--- config.mk ---
export PLATFORM = sky130hd
export DESIGN_NAME = fpa_front
export DESIGN_NICKNAME = d
export VERILOG_FILES = /design/src/sv/fpa_pkg.sv /design/src/sv/fpa_front.sv
export SDC_FILE = /design/constraint.sdc
export NUM_CORES = 1
export LEC_CHECK = 0
export BUFFER_PORTS_ARGS = -buffer_cell sky130_fd_sc_hd__clkbuf_2
export CAP_MARGIN = 20
export CORE_UTILIZATION = 55
export DETAILED_ROUTE_END_ITERATION = 16
export PLACE_DENSITY = 0.83
export SLEW_MARGIN = 20
export SYNTH_ARGS = -nofsm -noshare
export SYNTH_HDL_FRONTEND = slang
export SYNTH_SLANG_ARGS = --single-unit
--- constraint.sdc ---
create_clock -name vclk -period 5.8
set_clock_uncertainty 0.2 [all_clocks]
set_input_delay 0.58 -clock vclk [all_inputs]
set_output_delay 0.58 -clock vclk [all_outputs]
set_load 0.005 [all_outputs]
--- src/sv/fpa_pkg.sv ---
package fpa_pkg;

  localparam int QDEPTH = 4;
  localparam int QPW    = $clog2(QDEPTH);
  localparam int QCW    = $clog2(QDEPTH + 1);

  typedef enum logic [3:0] {
    OP_ADD      = 4'd0,
    OP_SUB      = 4'd1,
    OP_MUL      = 4'd2,
    OP_DIV      = 4'd3,
    OP_CMP      = 4'd4,
    OP_MAX      = 4'd5,
    OP_MIN      = 4'd6,
    OP_INC      = 4'd7,
    OP_DEC      = 4'd8,
    OP_FROM_INT = 4'd9,
    OP_TO_INT   = 4'd10
  } op_t;

  // classified request as it sits in the queue
  typedef struct packed {
    logic        is_mul;
    logic        is_div;
    logic [31:0] a;
    logic [31:0] b;
    logic [31:0] res;
    logic        lt;
    logic        gt;
    logic        eq;
  } q_entry_t;

  // per-stage side data in the execution pipeline
  typedef struct packed {
    logic        is_mul;
    logic        is_div;
    logic        neg;
    logic        dz;
    logic [31:0] res;
    logic        lt;
    logic        gt;
    logic        eq;
  } meta_t;

endpackage

--- src/sv/fpa_front.sv ---
module fpa_front #(
  parameter int FRAC_BITS = 8
) (
  input  logic [3:0]        op_code,
  input  logic [31:0]       a,
  input  logic [31:0]       b,
  output fpa_pkg::q_entry_t entry
);
  import fpa_pkg::*;

  logic lt, gt, eq;
  logic [31:0] res;

  assign lt = $signed(a) < $signed(b);
  assign gt = $signed(a) > $signed(b);
  assign eq = (a == b);

  // everything except mul/div resolves here; those finish in the back end
  always_comb begin
    res = 32'd0;
    unique case (op_t'(op_code))
      OP_ADD:      res = a + b;
      OP_SUB:      res = a - b;
      OP_MAX:      res = gt ? a : b;
      OP_MIN:      res = lt ? a : b;
      OP_INC:      res = a + 32'd1;
      OP_DEC:      res = a - 32'd1;
      OP_FROM_INT: res = a << FRAC_BITS;
      OP_TO_INT:   res = $signed(a) >>> FRAC_BITS;
      default:     res = 32'd0;
    endcase
  end

  always_comb begin
    entry.is_mul = (op_t'(op_code) == OP_MUL);
    entry.is_div = (op_t'(op_code) == OP_DIV);
    entry.a      = a;
    entry.b      = b;
    entry.res    = res;
    entry.lt     = lt;
    entry.gt     = gt;
    entry.eq     = eq;
  end

endmodule

# After elaboration in Yosys (flattened, before gate mapping)
# Cells that the tools add are included.
# classes
n_addsub,4
n_eq_ne,10
n_mux,3
shift,0
multipliers,0
n_reduce_logical,1
bitwise,0
div,0
magnitude_cmp,2
# ops
operator,count
32-bit one-hot mux with 8 select lines,1
32-bit two-way mux,2
"32-bit by 1-bit adder with 32-bit output, second input constant",1
32-bit adder,1
32-bit == test,1
32-bit greater-than comparator,1
32-bit < comparator,1
"32-bit by 1-bit subtractor with 32-bit output, second input constant",1
32-bit subtractor,1
"4-bit by 3-bit == test with 1-bit output, second input constant",3
"4-bit == test, second input constant",3
"4-bit by 2-bit == test with 1-bit output, second input constant",2
"4-bit by 1-bit == test with 1-bit output, second input constant",1
4-bit logical NOT,1
# totals
out_inout_bits,101
latch_bits,0
wordCells,20
ramBits,0
in_bits,68
mem_count,0
rom_bits,0
ff_bits,0

# Logic depth before layout (Yosys ltp)
# logic_depth
word_depth,3
mapped_depth,18
ltp_nobuf,18

# Worst setup path before layout
# OpenSTA, ideal clock, no wires.
# synth_timing
path_kind,in2out
from,input b[5]
to,output entry[34] in the netlist's numbering
t_arrival_ps,3913
required_ps,5020
setup_slack_ps,1107
stages,16
n_path_buf,0
path_cell_list,nor4_4 > nand2_1 > nor4_2 > nand4_1 > nor2_1 > nand4_1 > nor3_1 > xnor2_1 > o21ai_0 > ha_1 > a21oi_1 > o21bai_1 > a21oi_1 > nor3_1 > or3_1 > or4_1
# synth_lines
item,line_no,text
"start, declared",fpa_front.sv:6,"input logic [31:0] b,"
"end, declared",fpa_front.sv:7,output fpa_pkg::q_entry_t entry

==> impl_results.md <==
* Post-synthesis mux area share at 4.75%
* Setup Crit Path Kind: input port to primary output
* Starting DRT DRC Count at 986
* Number of port buffers at 169
* Worst-margin pin slew at roughly 0.77 ns
* Critical path's top delay family: simple AND/OR/NAND/NOR gates
* Register area at 0 sq um
* Area share of xor/xnor cells in the synthesized design at 11.4%
* Synth warn at 0
* Initial antenna violation count at 0
* Area Growth Syn to Fin at 7.00%
* Setup WS post-layout at 0.475 ns
* Tot GR Track Use at 40.6%
* WP data arrival at about 4.6 ns
* Vias in the first global route at about 7,300
* Slowest-stage cell, CP: or4_1
* Crit-path cells: clkbuf_2 -> nor4_4 -> nand2_1 -> nor4_2 -> nand4_1 -> or3_1 -> xnor2_1 -> o21ai_0 -> ha_1 -> nand2_1 -> o21ai_0 -> nand2_1 -> nand2_1 -> a31oi_1 -> o211ai_1 -> o31ai_1 -> or4_1 -> clkbuf_2
* Rel. slew slack at approximately 48%
* Largest net degree at the start of global routing at 35
* WL final at roughly 25,000 um
* I/O pins at roughly 170
* Grt ovf at 0
* Final nets at about 1,200
* Final setup violation count at 0
* Worst path max stage delay at 0.46 ns
* Hold-fix buffers, CTS at 0
* Max VDD drop at around 71 uV
* Max-slew violations at 0
* Buf/Inv on CP at 2
* Adder-cell share of the synthesized area at 13.2%
* Antenna fix cells at 0
* Global-route wire length before repair at 37,700 um
* Die area at 12,000 sq um
* Leakage power figure at 3.17 nW
* Synth Area in Compound Gates at roughly 36%
* Place WS at roughly 0.45 ns
* Overall power at 0.000864 W
* Syn Inst Count at 952
* GPL Wtd Cong at 1.05
* Cell mode on critical path: nand2_1
* FF+latch count at 0
* Path type of the worst min-delay path: input port to primary output
* Clkbuf count at 0
* Layout cells sized above 1 at 21.1%
* Vias at 7,987
* Via-per-instance ratio at 6.90
* Wirelength per Cell at ~22 um
* CP Launch Type: input port
* Crit share post-route at 91.8%
* # fillers at 1,086
* Core area at 11,000 sq um
* Critical Path End Type: primary output
* Die height at 109 um
* Synth Area in Simple Gates at 19.6%
* Initial Util at 57.5%
* Die width at 109 um
* Syn avg cell area at 6.67 sq um
* Unrepaired setup endpoints after global routing: no
* Cell Rows at 38
* Cell variety after synth at roughly 70
* DPL Wire Length at 19,800 um
* Multi-input gate area at 5440 sq um
* Req. time, crit path at 5.02 ns
* Post-route ant nets at 0
* Max cap viols at 0
* Synth Cell Area at 6350 sq um
* Power Dens Cells at about 130 nW/um^2
* Final Hold Fails at 0
* Mapped Nets at 1,086
* Final min period at 5.33 ns
* Setup TNS at 0 ns
* Maximum clock rate at 188 MHz
* Sequential share of the synthesized area at 0%
* TritonRoute pass-1 iters at 6
* Combinational family with the most area after synthesis: compound AO/OA/AOI/OAI gates
* Outcome: completed
* DRC errors left at 0
* Max Fanout on Critical Path at 6
area by class of cell:
class | count | share of cell area, %
Inverter | 58 | 3.21
Multi-Input combinational cell | 777 | 80.1
Tap cell | 140 | 2.58
Timing Repair Buffer | 182 | 14.1
metrics by stage:
stage	cell area (sq um)	hold slack, ns	instances	utilization (%)
after floorplan	6350	0.994	952	-
after global placement	6790	1.18	1157	61.5
after detailed placement	6790	1.18	1157	61.5
after CTS	6790	1.18	1157	61.5
after global routing	6790	1.19	1157	61.6
final	6790	1.18	1157	61.6
path summary, 6_finish.rpt:
path	start	to	slack, ns	depth (start not counted)
worst max-delay path	b[5]	entry[34]	0.47	18
worst min-delay path	b[1]	entry[36]	1.18	2
cells in the mapped netlist (all sizes together) (9+ instances only):
| cell | count | share of area (%) |
|---|---|---|
| a21oi | 91 | 7.4 |
| o21ai | 82 | 6.5 |
| buf | 80 | 9.0 |
| nor2 | 68 | 4.0 |
| ha | 64 | 13 |
| nand2 | 63 | 3.7 |
| inv | 58 | 3.4 |
| xnor2 | 57 | 7.9 |
| clkbuf | 37 | 2.2 |
| a21o | 27 | 3.2 |
| xor2 | 25 | 3.6 |
| nand3 | 23 | 1.8 |
| nand4 | 22 | 2.2 |
| nor3 | 21 | 1.7 |
| mux2i | 20 | 3.2 |
| o211ai | 15 | 1.9 |
| a211oi | 13 | 1.6 |
| a221oi | 13 | 1.9 |
| o31ai | 12 | 1.4 |
| a222oi | 11 | 1.7 |
| o21bai | 11 | 1.3 |
| a22oi | 10 | 1.2 |
| or3 | 10 | 0.99 |
| o221ai | 9 | 1.2 |
logic make-up after synthesis:
kind of cell	Yosys count
AO/OA/AOI/OAI	348
XOR/XNOR	82
adder cells (fa/ha/maj)	66
buffers and inverters	175
multiplexers	28
AND/OR/NAND/NOR	253
placed cells by master, fill, tap and decap left out, drive strengths merged, types with 23 or more instances in the layout:
master	Yosys	layout
clkbuf	37	169
xor2	25	25
a21o	27	27
o21ai	82	82
xnor2	57	57
nand2	63	63
inv	58	58
nor2	68	68
a21oi	91	91
ha	64	64
nand3	23	23
report_power, final:
group / internal [W] / total (W) / leakage (nW) / switching, W
registers: 0 / 0 / 0 / 0
clock network: 0 / 0 / 0 / 0
logic: 0.000340 / 0.000864 / 3.17 / 0.000524
total: 0.000340 / 0.000864 / 3.17 / 0.000524
repair_timing:
action	CTS	global route
resized for setup	0	1
setup endpoints to repair	0	2
setup buffers	0	0
per-layer routing:
layer  track usage [%]  up-vias  part of all wire (%)
li1                  -     3616                     -
met1              47.2     3584                    36
met2              68.3      640                    45
met3              5.45      147                    12
met4              29.3        0                   7.5
met5                 0        -                     0
No activity file was read; power rests on OpenSTA's default activity.
