`src/sv/fpa_pkg.sv`:
```
package fpa_pkg;

  localparam int QDEPTH = 4;
  localparam int QPW    = $clog2(QDEPTH);
  localparam int QCW    = $clog2(QDEPTH + 1);

  typedef enum logic [3:0] {
    OP_ADD      = 4'd0,
    OP_SUB      = 4'd1,
    OP_MUL      = 4'd2,
    OP_DIV      = 4'd3,
    OP_CMP      = 4'd4,
    OP_MAX      = 4'd5,
    OP_MIN      = 4'd6,
    OP_INC      = 4'd7,
    OP_DEC      = 4'd8,
    OP_FROM_INT = 4'd9,
    OP_TO_INT   = 4'd10
  } op_t;

  // classified request as it sits in the queue
  typedef struct packed {
    logic        is_mul;
    logic        is_div;
    logic [31:0] a;
    logic [31:0] b;
    logic [31:0] res;
    logic        lt;
    logic        gt;
    logic        eq;
  } q_entry_t;

  // per-stage side data in the execution pipeline
  typedef struct packed {
    logic        is_mul;
    logic        is_div;
    logic        neg;
    logic        dz;
    logic [31:0] res;
    logic        lt;
    logic        gt;
    logic        eq;
  } meta_t;

endpackage

```
`src/sv/fpa_queue.sv`:
```
module fpa_queue (
  input  logic              clk,
  input  logic              rst_n,
  input  logic              push_valid,
  output logic              push_ready,
  input  fpa_pkg::q_entry_t push_data,
  output logic              pop_valid,
  input  logic              pop_ready,
  output fpa_pkg::q_entry_t pop_data
);
  import fpa_pkg::*;

  q_entry_t mem_r [QDEPTH];
  logic [QPW-1:0] wp_r, rp_r;
  logic [QCW-1:0] cnt_r;
  logic push, pop;

  assign push_ready = (cnt_r != QCW'(QDEPTH));
  assign pop_valid  = (cnt_r != '0);
  assign pop_data   = mem_r[rp_r];
  assign push = push_valid & push_ready;
  assign pop  = pop_valid & pop_ready;

  always_ff @(posedge clk) begin
    if (push) mem_r[wp_r] <= push_data;
  end

  always_ff @(posedge clk) begin
    if (!rst_n) begin
      wp_r  <= '0;
      rp_r  <= '0;
      cnt_r <= '0;
    end else begin
      if (push) wp_r <= (wp_r == QPW'(QDEPTH - 1)) ? '0 : wp_r + 1'b1;
      if (pop)  rp_r <= (rp_r == QPW'(QDEPTH - 1)) ? '0 : rp_r + 1'b1;
      cnt_r <= cnt_r + QCW'(push) - QCW'(pop);
    end
  end

  a_cnt_bound: assert property (@(posedge clk) disable iff (!rst_n)
    cnt_r <= QCW'(QDEPTH)) else $error("queue count overflow");
  a_cnt_up: assert property (@(posedge clk) disable iff (!rst_n)
    (push && !pop) |=> (cnt_r == $past(cnt_r) + 1'b1)) else $error("queue count lost push");

endmodule

```
`config.mk`:
```
export PLATFORM = sky130hd
export DESIGN_NAME = fpa_queue
export DESIGN_NICKNAME = d
export VERILOG_FILES = /design/src/sv/fpa_pkg.sv /design/src/sv/fpa_queue.sv
export SDC_FILE = /design/constraint.sdc
export NUM_CORES = 1
export LEC_CHECK = 0
export BUFFER_PORTS_ARGS = -buffer_cell sky130_fd_sc_hd__buf_4
export CORE_MARGIN = 4
export CORE_UTILIZATION = 25
export CTS_BUF_LIST = sky130_fd_sc_hd__clkbuf_4
export DETAILED_ROUTE_END_ITERATION = 8
export GPL_ROUTABILITY_DRIVEN = 0
export GPL_TIMING_DRIVEN = 1
export PLACE_DENSITY_LB_ADDON = 0.12
export SYNTH_ARGS = -nofsm -noshare
export SYNTH_HDL_FRONTEND = slang
export SYNTH_SLANG_ARGS = --single-unit
export TNS_END_PERCENT = 50
```
`constraint.sdc`:
```
create_clock -name clk -period 3.1 [get_ports clk]
set_clock_uncertainty 0.1 [all_clocks]
set_input_delay 0.62 -clock clk [delete_from_list [all_inputs] [get_ports clk]]
set_output_delay 0.62 -clock clk [all_outputs]
set_load 0.02 [all_outputs]
```
Word-level counts from Yosys, hierarchy flattened

Memory sizes are Yosys's and may differ from the RTL's. A register that Yosys moved wholly into a read port is not among the register bits.
Cells that the tools add are included.
Widths: inputs -> output; s select.

Register bits: 7
RAM bits: 404
Input port bits: 105
Memories: 1

Memory list:

| memory | depth | bits a word | read ports | clocked after memory_dff | write ports | line            | text |
|---|---|---|---|---|---|---|---|
| mem_r  | 4     | 101         | 1          | 1                        | 1           | fpa_queue.sv:13 | `q_entry_t mem_r [QDEPTH];` |

Add/subtract/negate cells: 4
Equal/unequal tests: 3
Muxes and demuxes: 6
Bitwise logic cells: 2
Reductions and logical operators: 1

Operator list:

| kind                | number |
|---|---|
| $mux 2              | 4 |
| $add 2x1->2 const B | 2 |
| $eq 2x2->1 const B  | 2 |
| $add 3x1->3         | 1 |
| $ne 3x3->1 const B  | 1 |
| $reduce_bool 3->1   | 1 |
| $sub 3x1->3         | 1 |
| $and 1x1->1         | 2 |
| $mux 1              | 2 |

Logic depth before layout (Yosys ltp)

Gate-level depths: netlist of run 1.

Depth after elaboration: 4
Depth in mapped cells: 12
Depth with buffers taken out: 11

Worst setup path before layout of run 1

OpenSTA, ideal clock, no wires.

Kind: register to register
Start point: register cnt_r[1]
End point: register cnt_r[2]
Library setup time: 0.115 ns
Data arrival time: 2.295 ns
Path slack: 0.590 ns
Stages on the path, launching flop included: 13
Clock period less this slack: 2.510 ns
Cells stage by stage: dfxtp_1 -> or3b_1 -> buf_6 -> and2_4 -> inv_1 -> ha_1 -> inv_1 -> ha_1 -> inv_1 -> fa_1 -> xnor2_1 -> xnor2_1 -> and2_1

Longest elaborated chain between the ends: 4
Elaborated cells between the ends (all ways): 6

Ends and longest elaborated chain:

| what                     | line            | text |
|---|---|---|
| start: declaration       | fpa_queue.sv:15 | `logic [QCW-1:0] cnt_r;` |
| start signal: assignment | fpa_queue.sv:36 | `cnt_r <= cnt_r + QCW'(push) - QCW'(pop);` |
| $ne 3x3->1               | fpa_queue.sv:18 | `assign push_ready = (cnt_r != QCW'(QDEPTH));` |
| named net push_ready     | fpa_queue.sv:5  | `output logic push_ready,` |
| $and 1x1->1              | fpa_queue.sv:21 | `assign push = push_valid & push_ready;` |
| $add 3x1->3              | fpa_queue.sv:36 |  |
| $sub 3x1->3              | fpa_queue.sv:36 |  |

The timed path passes the listed nets, and every way through them passes these cells.
A chain may end at the register's enable or synchronous reset.

==> metrics.md, run 1 <==
| Metric | Value |
|---|---|
| Synth Cell Area | roughly 0.015 sq mm |
| Cell with the most instances after synthesis | edfxtp_1 |
| Die height | 253.2 um |
| I/O pins | between 200 and 250 |
| Syn Nets | ~690 |
| Critical Path Max Stage Delay | between 0.5 and 0.6 ns |
| Worst path bufs/invs | 4 |
| 1st-iter DRT viols | around 280 |
| Critical path startpoint category | flop |
| Critical path type | flop to primary output |
| Period utilisation layout | 97.00% |
| Crit-path most repeated cell | buf_12 |
| Arrival @ worst endpoint | approximately 2.3 ns |
| H-tree Lvls | 3 |
| List of most frequent post-synthesis cells | edfxtp_1 (404), mux4_2 (101), buf_2 (11) |
| Worst Hold Class | input port to flop |
| Area Overhead vs Synth | 39.40% |
| Total track usage | 11.46% |
| Worst VDD drop | 0.3460 mV |
| DR DRC count | 0 |
| Slowest library cell on the worst path | mux4_2 |
| Pwr Total | between 15000 and 20000 uW |
| Fin. max-slew vios | 0 |
| CTS root buf | clkbuf_4 |
| First-pass GRT wire length | between 50 and 60 mm |
| Number of global-route vias before repair | ~8600 |
| Total grt overflow | 0 |
| Ys Warns | 0 |
| Asr flop ratio synth | 0% |
| Power Dens Cells | between 700 and 800 mW/mm^2 |
| Rel. slew slack | 61.06% |
| Routed Antenna Nets | 0 |
| Setup-failing EPs final | 0 |
| Die X | ~250 um |
| Worst slew pin tran | approximately 0.58 ns |
| Maximum achievable frequency | 0.3325 GHz |
| Status | complete, no violations |
| Avg Vias per Cell | around 4.1 |
| Largest net degree at the start of global routing | 69 |
| Share of cells above drive strength 1 | between 40% and 50% |
| Crit Path Max Fanout | 5 |
| EDFF count, synth | between 400 and 500 |
| Total die area | 0.06410 sq mm |
| CTS tree | done |
| Initial antenna violation count | 5 |
| Final net count | 1134 |
| Synth top area cells | edfxtp_1 (81%), mux4_2 (15%), dfxtp_1 (1.2%) |
| Sequential area share after synthesis | 81.92% |
| Fillers | roughly 5700 |
| Routed vias | approximately 7700 |
| Total wire length | about 37 mm |
| Initial Util | 25.37% |
| Largest area contributor in the netlist | edfxtp_1 |
| Final core utilization | approximately 35% |
| Top Family by Delay on Critical Path | buffers and inverters |
| Worst-path clk slew | 0.06 ns |
| Final HPWL DP | around 20 mm |
| RSZ-0062 raised after global routing | yes |
| DR pass1 iterations | 4 |
| CP Cell Sequence | buf_12 > buf_12 > clkbuf_16 > mux4_2 > buf_6 |
| Clock latency on the worst-skew pair | about 0.80 ns |
| Leakage | 0.007188 uW |
| Clock Sinks | 413 |
| CTS Buf Count | ~110 |
| Endpoint class of the critical path | primary output |
| Clock Path Buffers | 3 |
| WL/cell | between 15 and 20 um |
| Avg Cell Area, Syn | 25.96 sq um |
| Top cell type's share of synthesized area | 80.73% |
| Min Tclk post-route | ~3.0 ns |
| Netlist cell types | 25 |
| Critical Path RT | approximately 2.4 ns |
| Synth Instances | slightly below 600 |
| Top FF cell, synth | edfxtp_1 |
| Hold_ws | ~0.28 ns |
| Site Rows | 89 |
| Core Region | 0.05924 sq mm |
| FF+latch count, synth | between 400 and 500 |
| Port bufs | roughly 210 |
| Final hold viol count | 0 |
| Max Cap Violations | 0 |
==> repair_timing <==
| action | in CTS | in global routing |
|---|---|---|
| cloned | 8 | 3 |
| resized for setup | 97 | 0 |
| hold buffers | 105 | 0 |
| endpoints found under the hold margin | 410 | 0 |
| buffers inserted | 7 | 0 |
| endpoints found under the setup margin | 100 | 91 |
==> cell type report <==
| cell class | instances | area, sq um | area share (%) |
|---|---|---|---|
| diodes | 4 | 10.01 | 0.04778 |
| clock buffers | 170 | 1276 | 6.092 |
| clock inverters | 35 | 140.1 | 0.6689 |
| inverters | 6 | 22.52 | 0.1075 |
| multi-input cells | 136 | 2564 | 12.24 |
| flip-flops and latches | 413 | 12320 | 58.81 |
| well taps | 773 | 967.2 | 4.617 |
| repair buffers | 350 | 3650 | 17.42 |
==> tightest hold or removal path, cell delays in order <==
cell     delay, ns
buf_4         0.11
o31ai_1       0.14
o21ai_0       0.23
==> placed cells by master, fill, tap and decap left out, drive strengths merged <==
| cell type | n |
|---|---|
| buf | 242 |
| xnor2 | 2 |
| dfxtp | 9 |
| or3b | 1 |
| and3 | 4 |
| nand2 | 5 |
| and2 | 3 |
| mux4 | 101 |
| mux2i | 1 |
| ha | 7 |
| o31ai | 1 |
| clkbuf | 173 |
| nor2b | 1 |
| or3 | 1 |
| nor2 | 2 |
| diode | 4 |
| dlygate4sd3 | 105 |
| nand3 | 2 |
| o21ai | 3 |
| clkinv | 32 |
| nand4 | 1 |
| inv | 9 |
| fa | 1 |
| edfxtp | 404 |
==> stage by stage <==
step                cell area (sq um)  TNS, ns  worst slack [ns]  std cells
global placement                17740        0            0.5043       1555
CTS                             20860   -6.317           -0.1047       1880
detailed placement              17740        0            0.4985       1555
floorplan                       15030        0            0.5897        579
finish                          20950        0           0.09288       1887
global route                    20940   -5.064          -0.09299       1885
==> cell families after synthesis <==
group	after synthesis	share of synthesized area, %
adders and majority gates	8	0.7160
xor gates and xnor gates	2	0.1166
muxes	102	15.20
and+or+nand+nor	20	0.7744
AOI/OAI and AO/OA	4	0.1499
DFF	413	81.92
buffers and inverters	30	1.116
==> registers in the layout (all words and copies together) (netlist names), named ones only <==
register and cells:
cnt_r 3, mem_r 404, rp_r 2, wp_r 2
==> per-layer routing <==
layer  global-route usage (%)  part of all wire [%]
met1                    14.28                    42
met2                    18.16                    49
met3                    4.119                   6.5
met4                    4.854                   2.4
met5                        0                 0.035
==> report_power, final <==
| group | leakage, uW | switching (uW) | total (uW) | internal [uW] |
|---|---|---|---|---|
| sequential | 0.00378 | 128 | 6890 | 6760 |
| clock | 0.000861 | 2200 | 4690 | 2490 |
| combinational | 0.00255 | 2520 | 5120 | 2610 |
| total | 0.00719 | 4840 | 16700 | 11900 |
==> final timing paths <==
| kind | start | end | slack [ns] | cells past startpoint |
|---|---|---|---|---|
| max reg2reg | cnt_r[1] | cnt_r[2] | 0.51 | 11 |
| min reg2reg | wp_r[1] | wp_r[1] | 0.40 | 2 |
| max | flop | pop_data[52] | 0.09 | 5 |
| min | pop_ready | flop | 0.28 | 3 |
Power figures use the tool's default switching activity.
==> inputs of run 2 (changes only) <==
Clock period 3.1 ns to 3.3 ns, I/O delays scaled along.
==> metrics.md, run 2 (same netlist as run 1, synthesis figures left out) <==
| Metric | Value |
|---|---|
| Total track usage | 11.15% (-0.31 points) |
| Routed Antenna Nets | 0 (unchanged) |
| Worst VDD drop | 0.2803 mV (-19%) |
| Critical Path RT | 2.54 ns (+0.16 ns) |
| Clock latency on the worst-skew pair | 0.82 ns (+0.02 ns) |
| Power Dens Cells | 740.5 mW/mm^2 (-7.1%) |
| Share of cells above drive strength 1 | 47.55% (-0.56 points) |
| Final core utilization | 34.42% (-0.94 points) |
| Critical path type | flop to primary output |
| Register with the most flip-flops | mem_r |
| CP Cell Sequence | bufbuf_16 > mux4_2 > buf_4 |
| Status | complete, no violations |
| Hold_ws | 0.3635 ns (+0.07941 ns) |
| Port bufs | 207 (unchanged) |
| Routed vias | 7692 (-0.41%) |
| Worst-path clk slew | 0.06 ns (about the same) |
| Biggest regs | mem_r (404), cnt_r (3) |
| Min-delay src | pop_ready |
| DR DRC count | 0 (unchanged) |
| Fin. max-slew vios | 0 (unchanged) |
| Final hold viol count | 0 (unchanged) |
| Crit Path Max Fanout | 20 (+15) |
| Post-CTS Setup Bufs | 0 (-7) |
| CTS tree | done |
| Final HPWL DP | 20.61 mm (+5.2%) |
| 1st-iter DRT viols | 297 (+6.5%) |
| Switching share of power | 28.66% (-0.34 points) |
| Largest net degree at the start of global routing | 52 (-25%) |
| Initial Util | 25.37% (unchanged) |
| DR pass1 iterations | 4 (unchanged) |
| Leakage | 0.006972 uW (-3.0%) |
| Die height | 253.2 um (unchanged) |
| Area of the multi-input gates | 0.002564 sq mm (unchanged) |
| Switch Pwr | 4329 uW (-11%) |
| Worst path bufs/invs | 2 (-2) |
| Area Overhead vs Synth | 35.70% |
| Core Region | 0.05924 sq mm (unchanged) |
| Final net count | 1122 (-1.1%) |
| Site Rows | 89 (unchanged) |
| CTS root buf | clkbuf_4 |
| Min Tclk post-route | 3.089 ns |
| Max reg flops | 404 (unchanged) |
| Total wire length | 35.45 mm (-3.7%) |
| Total die area | 0.06410 sq mm (unchanged) |
| Register area | 0.01232 sq mm (unchanged) |
| Internal | 10770 uW (-9.1%) |
| Critical path startpoint category | flop |
| Clock Path Buffers | 3 (unchanged) |
| Critical Path Max Stage Delay | 0.54 ns (+0.03 ns) |
| Clock Sinks | 413 (unchanged) |
| FF-to-FF Start | cnt_r[1] |
| WL/cell | 18.88 um (-3.3%) |
| Avg Vias per Cell | 4.096 (about the same) |
| Die X | 253.2 um (unchanged) |
| Setup-failing EPs final | 0 (unchanged) |
| I/O pins | 208 (unchanged) |
| Sequential Power Share | 42.9% (+1.7 points) |
| RSZ-0062 raised after global routing | no |
| Rel. slew slack | 53.58% (-7.5 points) |
| Most common cell after layout, fill and taps aside | edfxtp_1 |
| Worst slew pin tran | 0.6890 ns (+0.1048 ns) |
| Max Cap Violations | 0 (unchanged) |
| Arrival @ worst endpoint | 2.33 ns (+0.04 ns) |
| Total grt overflow | 0 (unchanged) |
| H-tree Lvls | 3 (unchanged) |
| Period utilisation layout | around 94% |
| CTS Buf Count | 116 (+1.8%) |
| Clk pwr share | 30.7% (+2.6 points) |
| Top Family by Delay on Critical Path | buffers and inverters |
| Endpoint class of the critical path | primary output |
| Slowest library cell on the worst path | mux4_2 |
| Initial antenna violation count | 4 (-1) |
| Logic pwr share | 26.3% (-4.4 points) |
| Fillers | 5690 (+0.19%) |
| Most frequent cells in the layout | edfxtp_1 (404), buf_4 (215), clkbuf_4 (175), dlygate4sd3_1 (105), mux4_2 (101) |
| Worst Hold Class | input port to flop |
| Pwr Total | 15100 uW (-9.6%) |
| Maximum achievable frequency | 0.3238 GHz |
| First-pass GRT wire length | 52.86 mm (-2.1%) |
| Number of global-route vias before repair | 8570 (-0.75%) |
run 2: worst paths after layout:
path,endpoint,slack [ns],cells past startpoint
min reg2reg,wp_r[1],0.40,2
max,pop_data[81],0.21,3
max reg2reg,cnt_r[2],0.64,11
min,flop,0.36,3
run 2: layer usage:
| metal | global-route usage, % | routed length (um) | up-vias |
|---|---|---|---|
| li1 | - | - | 3445 |
| met4 | 4.744 | 833 | 2 |
| met2 | 17.79 | 17280 | 218 |
| met5 | 0 | 13 | - |
| met3 | 4.088 | 2482 | 69 |
| met1 | 13.73 | 14840 | 3958 |
run 2: through the flow:
stage               cells  instance area, sq um   TNS (ns)  setup slack, ns
global route         1875                 20390          0        0.0007896
global placement     1558                 17790          0           0.6943
floorplan             579                 15030          0           0.7897
finish               1878                 20390          0           0.2114
CTS                  1873                 20380  -0.001656       -0.0008731
detailed placement   1558                 17790          0           0.6637
run 2: power groups by stage:
stage | registers [uW] | clock network [uW] | logic (uW)
after floorplan | 6560 | 0 | 2300
after global placement | 6590 | 0 | 3980
after detailed placement | 6600 | 0 | 3970
after CTS | 6490 | 4910 | 4150
after global routing | 6520 | 5220 | 4280
final | 6480 | 4640 | 3980
run 2: timing repair:
| item | 4_1_cts | 5_1_grt |
|---|---|---|
| setup endpoints to repair | 8 | 0 |
| hold endpoints to repair | 409 | 0 |
| hold buffers | 105 | 0 |
| gates resized for setup | 1 | 0 |
run 2: worst reg2reg max path, stage by stage, from the launching register on:
cell and delay [ns]:
dfxtp_1 0.37, or3b_1 0.52, and2_4 0.22, inv_1 0.05, ha_1 0.22, inv_1 0.05
ha_1 0.13, inv_1 0.05, fa_1 0.41, xnor2_1 0.15, xnor2_1 0.13, and2_1 0.15
run 2: layout make-up:
type,count,share of cell area (%)
sequential,413,60.41
timing repair buffer,336,14.74
antenna,5,0.06135
clock buffer,175,6.442
clock inverter,34,0.9264
tap,773,4.743
multi-input combinational,136,12.57
inverter,6,0.1104
